--- config.mk ---
export PLATFORM = sky130hd
export DESIGN_NAME = glyph_coverage_blit
export DESIGN_NICKNAME = d
export VERILOG_FILES = /design/src/design/gcb_pkg.sv /design/src/design/gcb_blend.sv /design/src/design/glyph_coverage_blit.sv
export SDC_FILE = /design/constraint.sdc
export NUM_CORES = 2
export LEC_CHECK = 0
export BUFFER_PORTS_ARGS = -buffer_cell sky130_fd_sc_hd__buf_2
export CAP_MARGIN = 20
export CORE_ASPECT_RATIO = 0.5
export CORE_MARGIN = 5
export CORE_UTILIZATION = 63
export CTS_CLUSTER_DIAMETER = 60
export DETAILED_ROUTE_END_ITERATION = 6
export PLACE_DENSITY = 0.82
export REMOVE_ABC_BUFFERS = 1
export SETUP_SLACK_MARGIN = 0.02
export SLEW_MARGIN = 15
export SYNTH_ARGS = -nofsm -noshare
export SYNTH_HDL_FRONTEND = slang
export SYNTH_SLANG_ARGS = --single-unit
--- constraint.sdc ---
create_clock -name clk_i -period 8.17 [get_ports clk_i]
set_input_delay 2.0425 -clock clk_i [delete_from_list [all_inputs] [get_ports clk_i]]
set_output_delay 2.0425 -clock clk_i [all_outputs]
set_load 0.02 [all_outputs]
--- src/design/gcb_pkg.sv ---
// Shared types and constants for the glyph coverage blitter.
`timescale 1ns / 1ps
`default_nettype none
package gcb_pkg;

  localparam int unsigned CfgIdxW   = 3;
  localparam int unsigned CfgDataW  = 32;
  localparam int unsigned ColorW    = 32;
  localparam int unsigned PitchW    = 14;
  localparam int unsigned IndexW    = 26;

  localparam logic [ColorW-1:0] FgReset    = 32'h00FF_FFFF;
  localparam logic [ColorW-1:0] BgReset    = 32'h0000_0000;
  localparam logic [PitchW-1:0] PitchReset = 14'd1024;

  localparam logic [ColorW-1:0] RedMask   = 32'h00FF_0000;
  localparam logic [ColorW-1:0] GreenMask = 32'h0000_FF00;
  localparam logic [ColorW-1:0] BlueMask  = 32'h0000_00FF;
  localparam logic [7:0]        FullCov   = 8'hFF;

  typedef enum logic [CfgIdxW-1:0] {
    CfgFgColor     = 3'd0,
    CfgBgColor     = 3'd1,
    CfgPitchWords  = 3'd2,
    CfgTransparent = 3'd3,
    CfgImmediate   = 3'd4
  } cfg_idx_e;

  // One computed framebuffer write, possibly repeated to the front buffer.
  typedef struct packed {
    logic [IndexW-1:0] word_index;
    logic [ColorW-1:0] pixel_value;
    logic              dual;
  } wr_t;

endpackage
`default_nettype wire

--- src/design/gcb_blend.sv ---
// Per-channel coverage blend of foreground over background, divide by 255 exact.
`timescale 1ns / 1ps
`default_nettype none
module gcb_blend
  import gcb_pkg::*;
(
  input  wire logic [ColorW-1:0] fg_i,
  input  wire logic [ColorW-1:0] bg_i,
  input  wire logic [7:0]        cov_i,
  output      logic [ColorW-1:0] blend_o
);

  logic [7:0] cov_inv;
  logic [7:0] fg_ch [3];
  logic [7:0] bg_ch [3];
  logic [7:0] res_ch [3];

  assign cov_inv = FullCov - cov_i;

  assign fg_ch[2] = 8'((fg_i & RedMask) >> 16);
  assign fg_ch[1] = 8'((fg_i & GreenMask) >> 8);
  assign fg_ch[0] = 8'(fg_i & BlueMask);
  assign bg_ch[2] = 8'((bg_i & RedMask) >> 16);
  assign bg_ch[1] = 8'((bg_i & GreenMask) >> 8);
  assign bg_ch[0] = 8'(bg_i & BlueMask);

  for (genvar k = 0; k < 3; k++) begin : g_ch
    logic [15:0] prod_f;
    logic [15:0] prod_b;
    logic [16:0] sum;
    logic [16:0] quo;

    assign prod_f = 16'(fg_ch[k]) * 16'(cov_i);
    assign prod_b = 16'(bg_ch[k]) * 16'(cov_inv);
    assign sum    = {1'b0, prod_f} + {1'b0, prod_b};
    // floor(x/255) = (x + (x>>8) + 1) >> 8, exact for x up to 255*255
    assign quo    = sum + {8'b0, sum[16:8]} + 17'd1;
    assign res_ch[k] = quo[15:8];
  end

  assign blend_o = {8'h00, res_ch[2], res_ch[1], res_ch[0]};

endmodule
`default_nettype wire

--- src/design/glyph_coverage_blit.sv ---
// Top level of the antialiased glyph coverage blitter.
`timescale 1ns / 1ps
`default_nettype none
// A header transaction (kind 0) loads the glyph origin, size, baseline and
// bearing; each pixel transaction (kind 1) steps a row-major position over
// the glyph, padding rows first, and produces one framebuffer write (two in
// immediate mode: back buffer, then front buffer), none outside the glyph or
// for background in transparent mode. One input transaction is taken per
// cycle unless the compute register is held full; the blend and the word
// index are computed in a single pass into the compute register, then move
// to the output register, so a new item is taken while a finished write
// waits. The single output port carries one write per cycle while out_ready_i
// is high; an immediate-mode pixel holds it for both writes, others pass at
// one per cycle. Config writes are always ready; unlisted indexes are ignored.
module glyph_coverage_blit
  import gcb_pkg::*;
(
  input  wire logic               clk_i,
  input  wire logic               rst_ni,

  input  wire logic               cfg_valid_i,
  output      logic               cfg_ready_o,
  input  wire logic [CfgIdxW-1:0] cfg_index_i,
  input  wire logic [CfgDataW-1:0] cfg_data_i,

  input  wire logic               in_valid_i,
  output      logic               in_ready_o,
  input  wire logic               kind_i,
  input  wire logic [11:0]        pos_x_i,
  input  wire logic [11:0]        pos_y_i,
  input  wire logic [7:0]         glyph_width_i,
  input  wire logic [7:0]         glyph_height_i,
  input  wire logic [7:0]         baseline_offset_i,
  input  wire logic signed [7:0]  x_bearing_i,
  input  wire logic [7:0]         coverage_i,

  output      logic               out_valid_o,
  input  wire logic               out_ready_i,
  output      logic               to_front_o,
  output      logic [IndexW-1:0]  word_index_o,
  output      logic [ColorW-1:0]  pixel_value_o,
  output      logic               last_o
);

  // configuration registers
  logic [ColorW-1:0] fg_q, bg_q;
  logic [PitchW-1:0] pitch_q;
  logic              transp_q, immed_q;

  assign cfg_ready_o = 1'b1;

  always_ff @(posedge clk_i or negedge rst_ni) begin
    if (!rst_ni) begin
      fg_q     <= FgReset;
      bg_q     <= BgReset;
      pitch_q  <= PitchReset;
      transp_q <= 1'b0;
      immed_q  <= 1'b0;
    end else if (cfg_valid_i) begin
      unique case (cfg_idx_e'(cfg_index_i))
        CfgFgColor:     fg_q     <= cfg_data_i;
        CfgBgColor:     bg_q     <= cfg_data_i;
        CfgPitchWords:  pitch_q  <= cfg_data_i[PitchW-1:0];
        CfgTransparent: transp_q <= cfg_data_i[0];
        CfgImmediate:   immed_q  <= cfg_data_i[0];
        default: ;
      endcase
    end
  end

  // glyph state
  logic [11:0] origin_x_q, origin_x_d;
  logic [11:0] origin_y_q, origin_y_d;
  logic [7:0]  cur_width_q, cur_width_d;
  logic [8:0]  total_rows_q, total_rows_d;
  logic [7:0]  pad_rows_q, pad_rows_d;
  logic [7:0]  bearing_q, bearing_d;
  logic [8:0]  row_count_q, row_count_d;
  logic [7:0]  col_count_q, col_count_d;

  // pipeline
  wr_t  p_q, p_d, o_q;
  logic p_valid_q, p_valid_d, o_valid_q, o_valid_d, o_beat_q, o_beat_d;
  logic o_done, p_move, in_accept;

  logic        active, is_bg, emit;
  logic [13:0] col_w;
  logic [12:0] col_sat;
  logic [12:0] row_w;
  logic [26:0] prod;
  logic [8:0]  col_inc;
  logic [7:0]  pad_calc;
  logic [ColorW-1:0] blend;

  gcb_blend u_blend (
    .fg_i   (fg_q),
    .bg_i   (bg_q),
    .cov_i  (coverage_i),
    .blend_o(blend)
  );

  assign o_done     = o_valid_q && out_ready_i && (!o_q.dual || o_beat_q);
  assign p_move     = p_valid_q && (!o_valid_q || o_done);
  assign in_ready_o = !p_valid_q || p_move;
  assign in_accept  = in_valid_i && in_ready_o;

  assign active = (cur_width_q != 8'd0) && (row_count_q < total_rows_q);
  assign is_bg  = (row_count_q < {1'b0, pad_rows_q}) || (coverage_i == 8'd0);
  assign emit   = active && !(is_bg && transp_q);

  // column = origin_x + bearing + col, negative saturates to 0
  assign col_w   = {2'b00, origin_x_q} + {{6{bearing_q[7]}}, bearing_q}
                 + {6'b0, col_count_q};
  assign col_sat = col_w[13] ? 13'd0 : col_w[12:0];
  assign row_w   = {1'b0, origin_y_q} + {4'b0, row_count_q};
  assign prod    = 27'(row_w) * 27'(pitch_q);
  assign col_inc = {1'b0, col_count_q} + 9'd1;

  assign pad_calc = (glyph_height_i > baseline_offset_i)
                  ? (glyph_height_i - baseline_offset_i) : 8'd0;

  always_comb begin
    origin_x_d   = origin_x_q;
    origin_y_d   = origin_y_q;
    cur_width_d  = cur_width_q;
    total_rows_d = total_rows_q;
    pad_rows_d   = pad_rows_q;
    bearing_d    = bearing_q;
    row_count_d  = row_count_q;
    col_count_d  = col_count_q;
    p_d          = p_q;
    p_valid_d    = p_valid_q && !p_move;

    if (in_accept) begin
      if (!kind_i) begin
        origin_x_d   = pos_x_i;
        origin_y_d   = pos_y_i;
        cur_width_d  = glyph_width_i;
        pad_rows_d   = pad_calc;
        total_rows_d = {1'b0, glyph_height_i} + {1'b0, pad_calc};
        bearing_d    = x_bearing_i;
        row_count_d  = 9'd0;
        col_count_d  = 8'd0;
      end else if (active) begin
        if (col_inc >= {1'b0, cur_width_q}) begin
          col_count_d = 8'd0;
          row_count_d = row_count_q + 9'd1;
        end else begin
          col_count_d = col_inc[7:0];
        end
        if (emit) begin
          p_valid_d         = 1'b1;
          p_d.word_index    = prod[IndexW-1:0] + {13'b0, col_sat};
          p_d.pixel_value   = is_bg ? bg_q : blend;
          p_d.dual          = immed_q;
        end
      end
    end
  end

  always_comb begin
    o_valid_d = o_valid_q;
    o_beat_d  = o_beat_q;
    if (o_valid_q && out_ready_i) begin
      if (o_done) begin
        o_valid_d = 1'b0;
        o_beat_d  = 1'b0;
      end else begin
        o_beat_d  = 1'b1;
      end
    end
    if (p_move) begin
      o_valid_d = 1'b1;
      o_beat_d  = 1'b0;
    end
  end

  always_ff @(posedge clk_i or negedge rst_ni) begin
    if (!rst_ni) begin
      origin_x_q   <= '0;
      origin_y_q   <= '0;
      cur_width_q  <= '0;
      total_rows_q <= '0;
      pad_rows_q   <= '0;
      bearing_q    <= '0;
      row_count_q  <= '0;
      col_count_q  <= '0;
      p_valid_q    <= 1'b0;
      o_valid_q    <= 1'b0;
      o_beat_q     <= 1'b0;
    end else begin
      origin_x_q   <= origin_x_d;
      origin_y_q   <= origin_y_d;
      cur_width_q  <= cur_width_d;
      total_rows_q <= total_rows_d;
      pad_rows_q   <= pad_rows_d;
      bearing_q    <= bearing_d;
      row_count_q  <= row_count_d;
      col_count_q  <= col_count_d;
      p_valid_q    <= p_valid_d;
      o_valid_q    <= o_valid_d;
      o_beat_q     <= o_beat_d;
    end
  end

  // payload registers, no reset
  always_ff @(posedge clk_i) begin
    p_q <= p_d;
    if (p_move) begin
      o_q <= p_q;
    end
  end

  assign out_valid_o   = o_valid_q;
  assign to_front_o    = o_beat_q;
  assign word_index_o  = o_q.word_index;
  assign pixel_value_o = o_q.pixel_value;
  assign last_o        = !o_q.dual || o_beat_q;

endmodule
`default_nettype wire

* Word level (Yosys, flattened, before mapping) *
Index checks and enable logic that the tools add are counted.

word-level totals
  flip-flop bits (word level) = 267
  input bits = 105
  output and inout port bits = 63
  word-level logic and storage cells = 110

operators by class
  add/subtract/negate cells = 18
  multipliers = 7
  order comparisons = 4
  eq/ne operators = 6
  muxes and demuxes = 19
  bitwise logic cells = 1
  reduce and logical (&&, ||, !) cells = 32

operator list
  operator               number
  $mul 8x8->16           6
  $add 16x16->17         3
  $add 16x1->16 const B  3
  $add 16x9->16          3
  $mux 8                 4
  $mux 9                 3
  $add 26x13->26         1
  $mul 13x14->26         1
  $mux 24                1
  $reduce_and 2->1       8
  $add 13x8->14          1
  $add 14x8->14          1
  $add 12x9->13          1
  $mux 13                1
  $mux 1                 10
  $add 8x1->9 const B    1
  $add 8x8->9            1
  $add 9x1->9 const B    1
  $ge 9x8->1             1
  $lt 9x8->1             1
  $lt 9x9->1             1
  $gt 8x8->1             1
  $logic_and 1x1->1      8
  $logic_not 8->1        1
  other kinds (14)       24

* Depth between registers and ports, before layout *
  depth in word-level cells = 11
  depth in mapped cells = 32
  gate-level depth less buffers = 32

* By module *
Synthesis repeated with hierarchy kept, for this count alone.

second synthesis, totals
  cells, all modules = 3,479
  area total of the unflattened synthesis = 34,075.2 µm²

modules (own cells, without submodules)
  module               times used  cells each  area each (µm²)  seq. area each (µm²)
  glyph_coverage_blit  1           1,778       19,292.3         7,503.4
  gcb_blend            1           1,701       14,782.9         0.0

* Worst setup path after synthesis *
Ideal clock, no wire load.

  path kind = input port to flip-flop
  start = input coverage_i[1]
  end = register p_q[8] in the netlist's numbering, data pin
  library setup time = 0.265 ns
  data arrival time = 8.973 ns
  path slack = -1.068 ns
  cell stages on the path = 28
  buffers on the path = 2
  path through = clkbuf_1 -> clkbuf_1 -> nand2_1 -> fa_1 -> fa_1 -> inv_1 -> fa_1 -> fa_1 -> fa_1 -> inv_1 -> fa_1 -> inv_1 -> ha_1 -> o21ai_0 -> a21oi_1 -> o21ai_0 -> o21ai_0 -> xor2_1 -> ha_1 -> a21oi_1 -> nand2_1 -> a221oi_1 -> o21ai_0 -> o21ai_1 -> and4bb_2 -> nand3_1 -> xor2_1 -> o21ai_1

between the ends
  word-level cells in the longest chain between the ends = 6
  elaborated cells on any way between the ends = 9
  classes of those cells = 4 x add/sub; 2 x mul; 1 x mux; 2 x reduce/logical

ends and longest elaborated chain
  what                  line                        text
  from (decl)           glyph_coverage_blit.sv:35   input wire logic [7:0] coverage_i,
  $sub 8x8->8           gcb_blend.sv:18             assign cov_inv = FullCov - cov_i;
  $mul 8x8->16          gcb_blend.sv:34             assign prod_b = 16'(bg_ch[k]) * 16'(cov_inv);
  $add 16x16->17        gcb_blend.sv:35             assign sum = {1'b0, prod_f} + {1'b0, prod_b};
  $add 16x9->16         gcb_blend.sv:37             assign quo = sum + {8'b0, sum[16:8]} + 17'd1;
  $add 16x1->16         gcb_blend.sv:37
  $mux 24 *             glyph_coverage_blit.sv:154  p_d.pixel_value = is_bg ? bg_q : blend;
  to (signal assigned)  glyph_coverage_blit.sv:208  p_q <= p_d;
  to (decl)             glyph_coverage_blit.sv:82   wr_t p_q, p_d, o_q;

Mark *: on every way between the ends. The rest lies on a longest branch, timed or not.
A chain may end at the register's enable or synchronous reset.

* Worst setup path after layout *
  start = input coverage_i[2]
  end = register p_q[23] in the netlist's numbering, data pin

Same word-level chain as after synthesis.

==> metrics.md <==
| Metric | Value |
|---|---|
| Iter 0 DRT Violations | 1639 |
| Yosys reg bits | approximately 270 |
| Die X | 335 um |
| Final hold violation count | 0 |
| Min Hold Slack | 413 ps |
| Setup crit end | p_q[23] |
| YS warnings | 0 |
| Final setup margin | -150 ps |
| Worst R2R Path Depth | 28 |
| Ports | 168 |
| Worst-path fanout max | 9 |
| Max Cap Viol | 0 |
| Ratio of cells with drive above 1 in the final layout | 0.194 |
| Ys flop type | dfrtp_1 |
| Setup violators final | 16 |
| Routability cong. | 0.925 |
| RR Startpoint | row_count_q[0] |
| Failing checks | negative setup slack |
| Crit path top cell by count | fa_1 |
| Worst Path Required | 8480 ps |
| Final instance area | 38100 um^2 |
| Row count | 59 |
| DR WL/cell | 18.4 um |
| Initial antenna violation count | 7 |
| Clock Path Buffers | 3 |
| Slew margin rel. | 0.358 |
| Skew final | 17.4 ps |
| Root buf cell | clkbuf_16 |
| Layout Utilization | 0.731 |
| CP delay by family, top | adder cells |
| Synth-to-Final Area Change | 14.4% |
| RSZ-0062 raised after global routing | true |
| Post-synthesis sequential area ratio | 0.219 |
| Pin count of the biggest net entering global routing | 94 |
| Dpl ws | -1100 ps |
| Status | finished with violations |
| Clock Pin Slew Worst Setup and Hold Paths | 70 ps |
| Clk sinks | ~270 |
| Full die area | 57800 um^2 |
| CP Capture Type | flop |
| Number of global-route vias before repair | 26958 |
| Crit path buf inv count | 5 |
| Global-route wire length before repair | 133000 um |
| Core ar. | 52100 um^2 |
| Slowest cell on the critical path | fa_1 |
| Initial Util | 0.639 |
| Post-DP HPWL | 61000 um |
| Syn Area/Cell | 9.75 um^2 |
| Post-Syn Area | 33300 um^2 |
| Total CTS buffers | 28 |
| CP peak stage delay | 580 ps |
| Fillers | between 3000 and 4000 |
| EDFF count, synth | 118 |
| H-tree depth | 1 |
| Routed WL | just over 80000 um |
| Post-route DRC | 0 |
| Placed cell area | 35700 um^2 |
| Routed vias | approximately 25000 |
| Vias per cell | 5.61 |
| HP Class | flop to flop |
| Gr usage total | 0.280 |
| Post-synth cell types | approximately 80 |
| Critical path launch point type | input port |
| Final period util | 1.02 |
| Port Buffer Count | 166 |
| Drt first pass iters | 7 |
| Slew Viols, Final | 0 |
| Cell depth of the worst setup path | 29 |
| Crit path time final | 8320 ps |
| R2r setup slk | roughly 380 ps |
| Worst-margin pin slew | 962 ps |
| End of the worst register-to-register path | p_q[57] |
| Final #Nets | roughly 4600 |
| Fraction of registers with async set/reset | 0.558 |
| CTS tree | built |
| Die Y | 173 um |
| Clk_lat worst skew | 600 ps |
| Cell count after synthesis | approximately 3400 |
| Post-route ant nets | 0 |
| Worst Path Arrival | 8630 ps |
| Critical Path Source | coverage_i[2] |
| Fmax | 0.120 GHz |
| Overflow left after global routing | 0 |
| Setup CP Type | input port to flop |
## worst min path at each step
stage | cells after the start | end | from
2_1_floorplan | 0 | o_q[0] | p_q[0]
3_3_place_gp | 0 | pixel_value_o[28] | p_q[29]
3_5_place_dp | 0 | pixel_value_o[19] | p_q[20]
4_1_cts | 0 | pixel_value_o[30] | p_q[31]
5_1_grt | 0 | word_index_o[13] | p_q[46]
6_report | 0 | pixel_value_o[30] | p_q[31]
## placed cells by master (no fill, tap or decap), types with 9 or more instances in the layout
cell,count
nand4_1,10
a21oi_1,60
buf_12,9
a21o_1,26
o21ai_1,12
dfstp_2,25
inv_2,13
a21oi_2,17
o211ai_1,10
ha_4,17
and2_4,10
nand2_1,392
inv_1,612
clkbuf_16,31
or3_1,11
nor2_1,63
nor3_1,23
mux2_2,75
nand2b_1,91
xnor2_2,9
o21ai_0,67
edfxtp_1,118
o21a_1,19
nand3_1,34
fa_1,439
buf_2,159
nor2b_1,126
ha_1,348
xnor2_1,72
and2_1,182
buf_6,23
o21bai_1,11
xor2_1,41
and3_1,10
buf_4,201
dfrtp_1,123
## routing by layer
| layer | GRT usage | wire length (um) |
|---|---|---|
| met2 | 0.490 | 40900 |
| met5 | 0 | 0 |
| met3 | 0.0396 | 5430 |
| met4 | 0.113 | 3670 |
| met1 | 0.352 | 31100 |
## flip-flops by register name (all words and copies together), names as in the netlist, 9 cells and up
| name | count |
|---|---|
| row_count_q | 9 |
| origin_y_q | 12 |
| word_index_o | 26 |
| bg_q | 32 |
| total_rows_q | 9 |
| p_q | 59 |
| fg_q | 24 |
| origin_x_q | 12 |
| pixel_value_o | 32 |
| pitch_q | 14 |
## cell type report
class | instances | area, um^2 | share of cell area
multi-input cells | 2358 | 23600 | 0.621
repair buffers | 397 | 2840 | 0.0745
flip-flops and latches | 267 | 7300 | 0.192
inverters | 625 | 2350 | 0.0616
diodes | 7 | 17.5 | 0.000460
clock buffers | 35 | 831 | 0.0218
clock inverters | 17 | 238 | 0.00624
well taps | 701 | 877 | 0.0230
## synth_stat cells, types with 74 or more instances
library cell | instances | share of area
a21oi_1 | 77 | 0.012
and2_1 | 192 | 0.036
clkbuf_1 | 92 | 0.010
dfrtp_1 | 124 | 0.093
edfxtp_1 | 118 | 0.11
fa_1 | 443 | 0.27
ha_1 | 368 | 0.14
inv_1 | 625 | 0.070
mux2_2 | 75 | 0.025
nand2_1 | 394 | 0.044
nand2b_1 | 98 | 0.018
nor2_1 | 74 | 0.0083
nor2b_1 | 135 | 0.025
o21ai_0 | 80 | 0.012
xnor2_1 | 81 | 0.021
## cells by family (layout without fill, tap and decap cells)
family | Yosys count | in the layout | synth area share
other | 2 | 11 | 0.000225
multiplexers | 82 | 82 | 0.0276
buffers and inverters | 793 | 1074 | 0.0963
XOR/XNOR | 123 | 123 | 0.0326
AND/OR/NAND/NOR | 1023 | 1023 | 0.156
AO/OA/AOI/OAI | 315 | 315 | 0.0638
flip-flops | 267 | 267 | 0.219
adder cells (fa/ha/maj) | 811 | 811 | 0.405
## worst register-to-register path, delay by kind of cell, from the launching register on
| family | cells | cell delay (ps) |
|---|---|---|
| adders and majority gates | 9 | 3740 |
| AOI/OAI and AO/OA | 12 | 2350 |
| DFF | 1 | 440 |
| xor gates and xnor gates | 2 | 420 |
| buffers and inverters | 3 | 370 |
| and+or+nand+nor | 2 | 220 |
## metrics by stage
stage | TNS (ps) | instances
2_1_floorplan | -8030 | 3250
3_3_place_gp | -17050 | 4303
3_5_place_dp | -21680 | 4304
4_1_cts | -786 | 4390
5_1_grt | -5840 | 4407
6_report | -1360 | 4407
## timing repair
action | 4_1_cts | 5_1_grt
gates resized for setup | 112 | 98
gates cloned | 1 | 0
endpoints found under the setup margin | 24 | 30
hold buffers | 0 | 0
hold endpoints to repair | 0 | 0
pin swaps | 90 | 80
setup buffers | 33 | 12
Power is left out: the tool's default activity adds up to more than one toggle a clock period on the data nets, which glitch-free logic cannot reach.
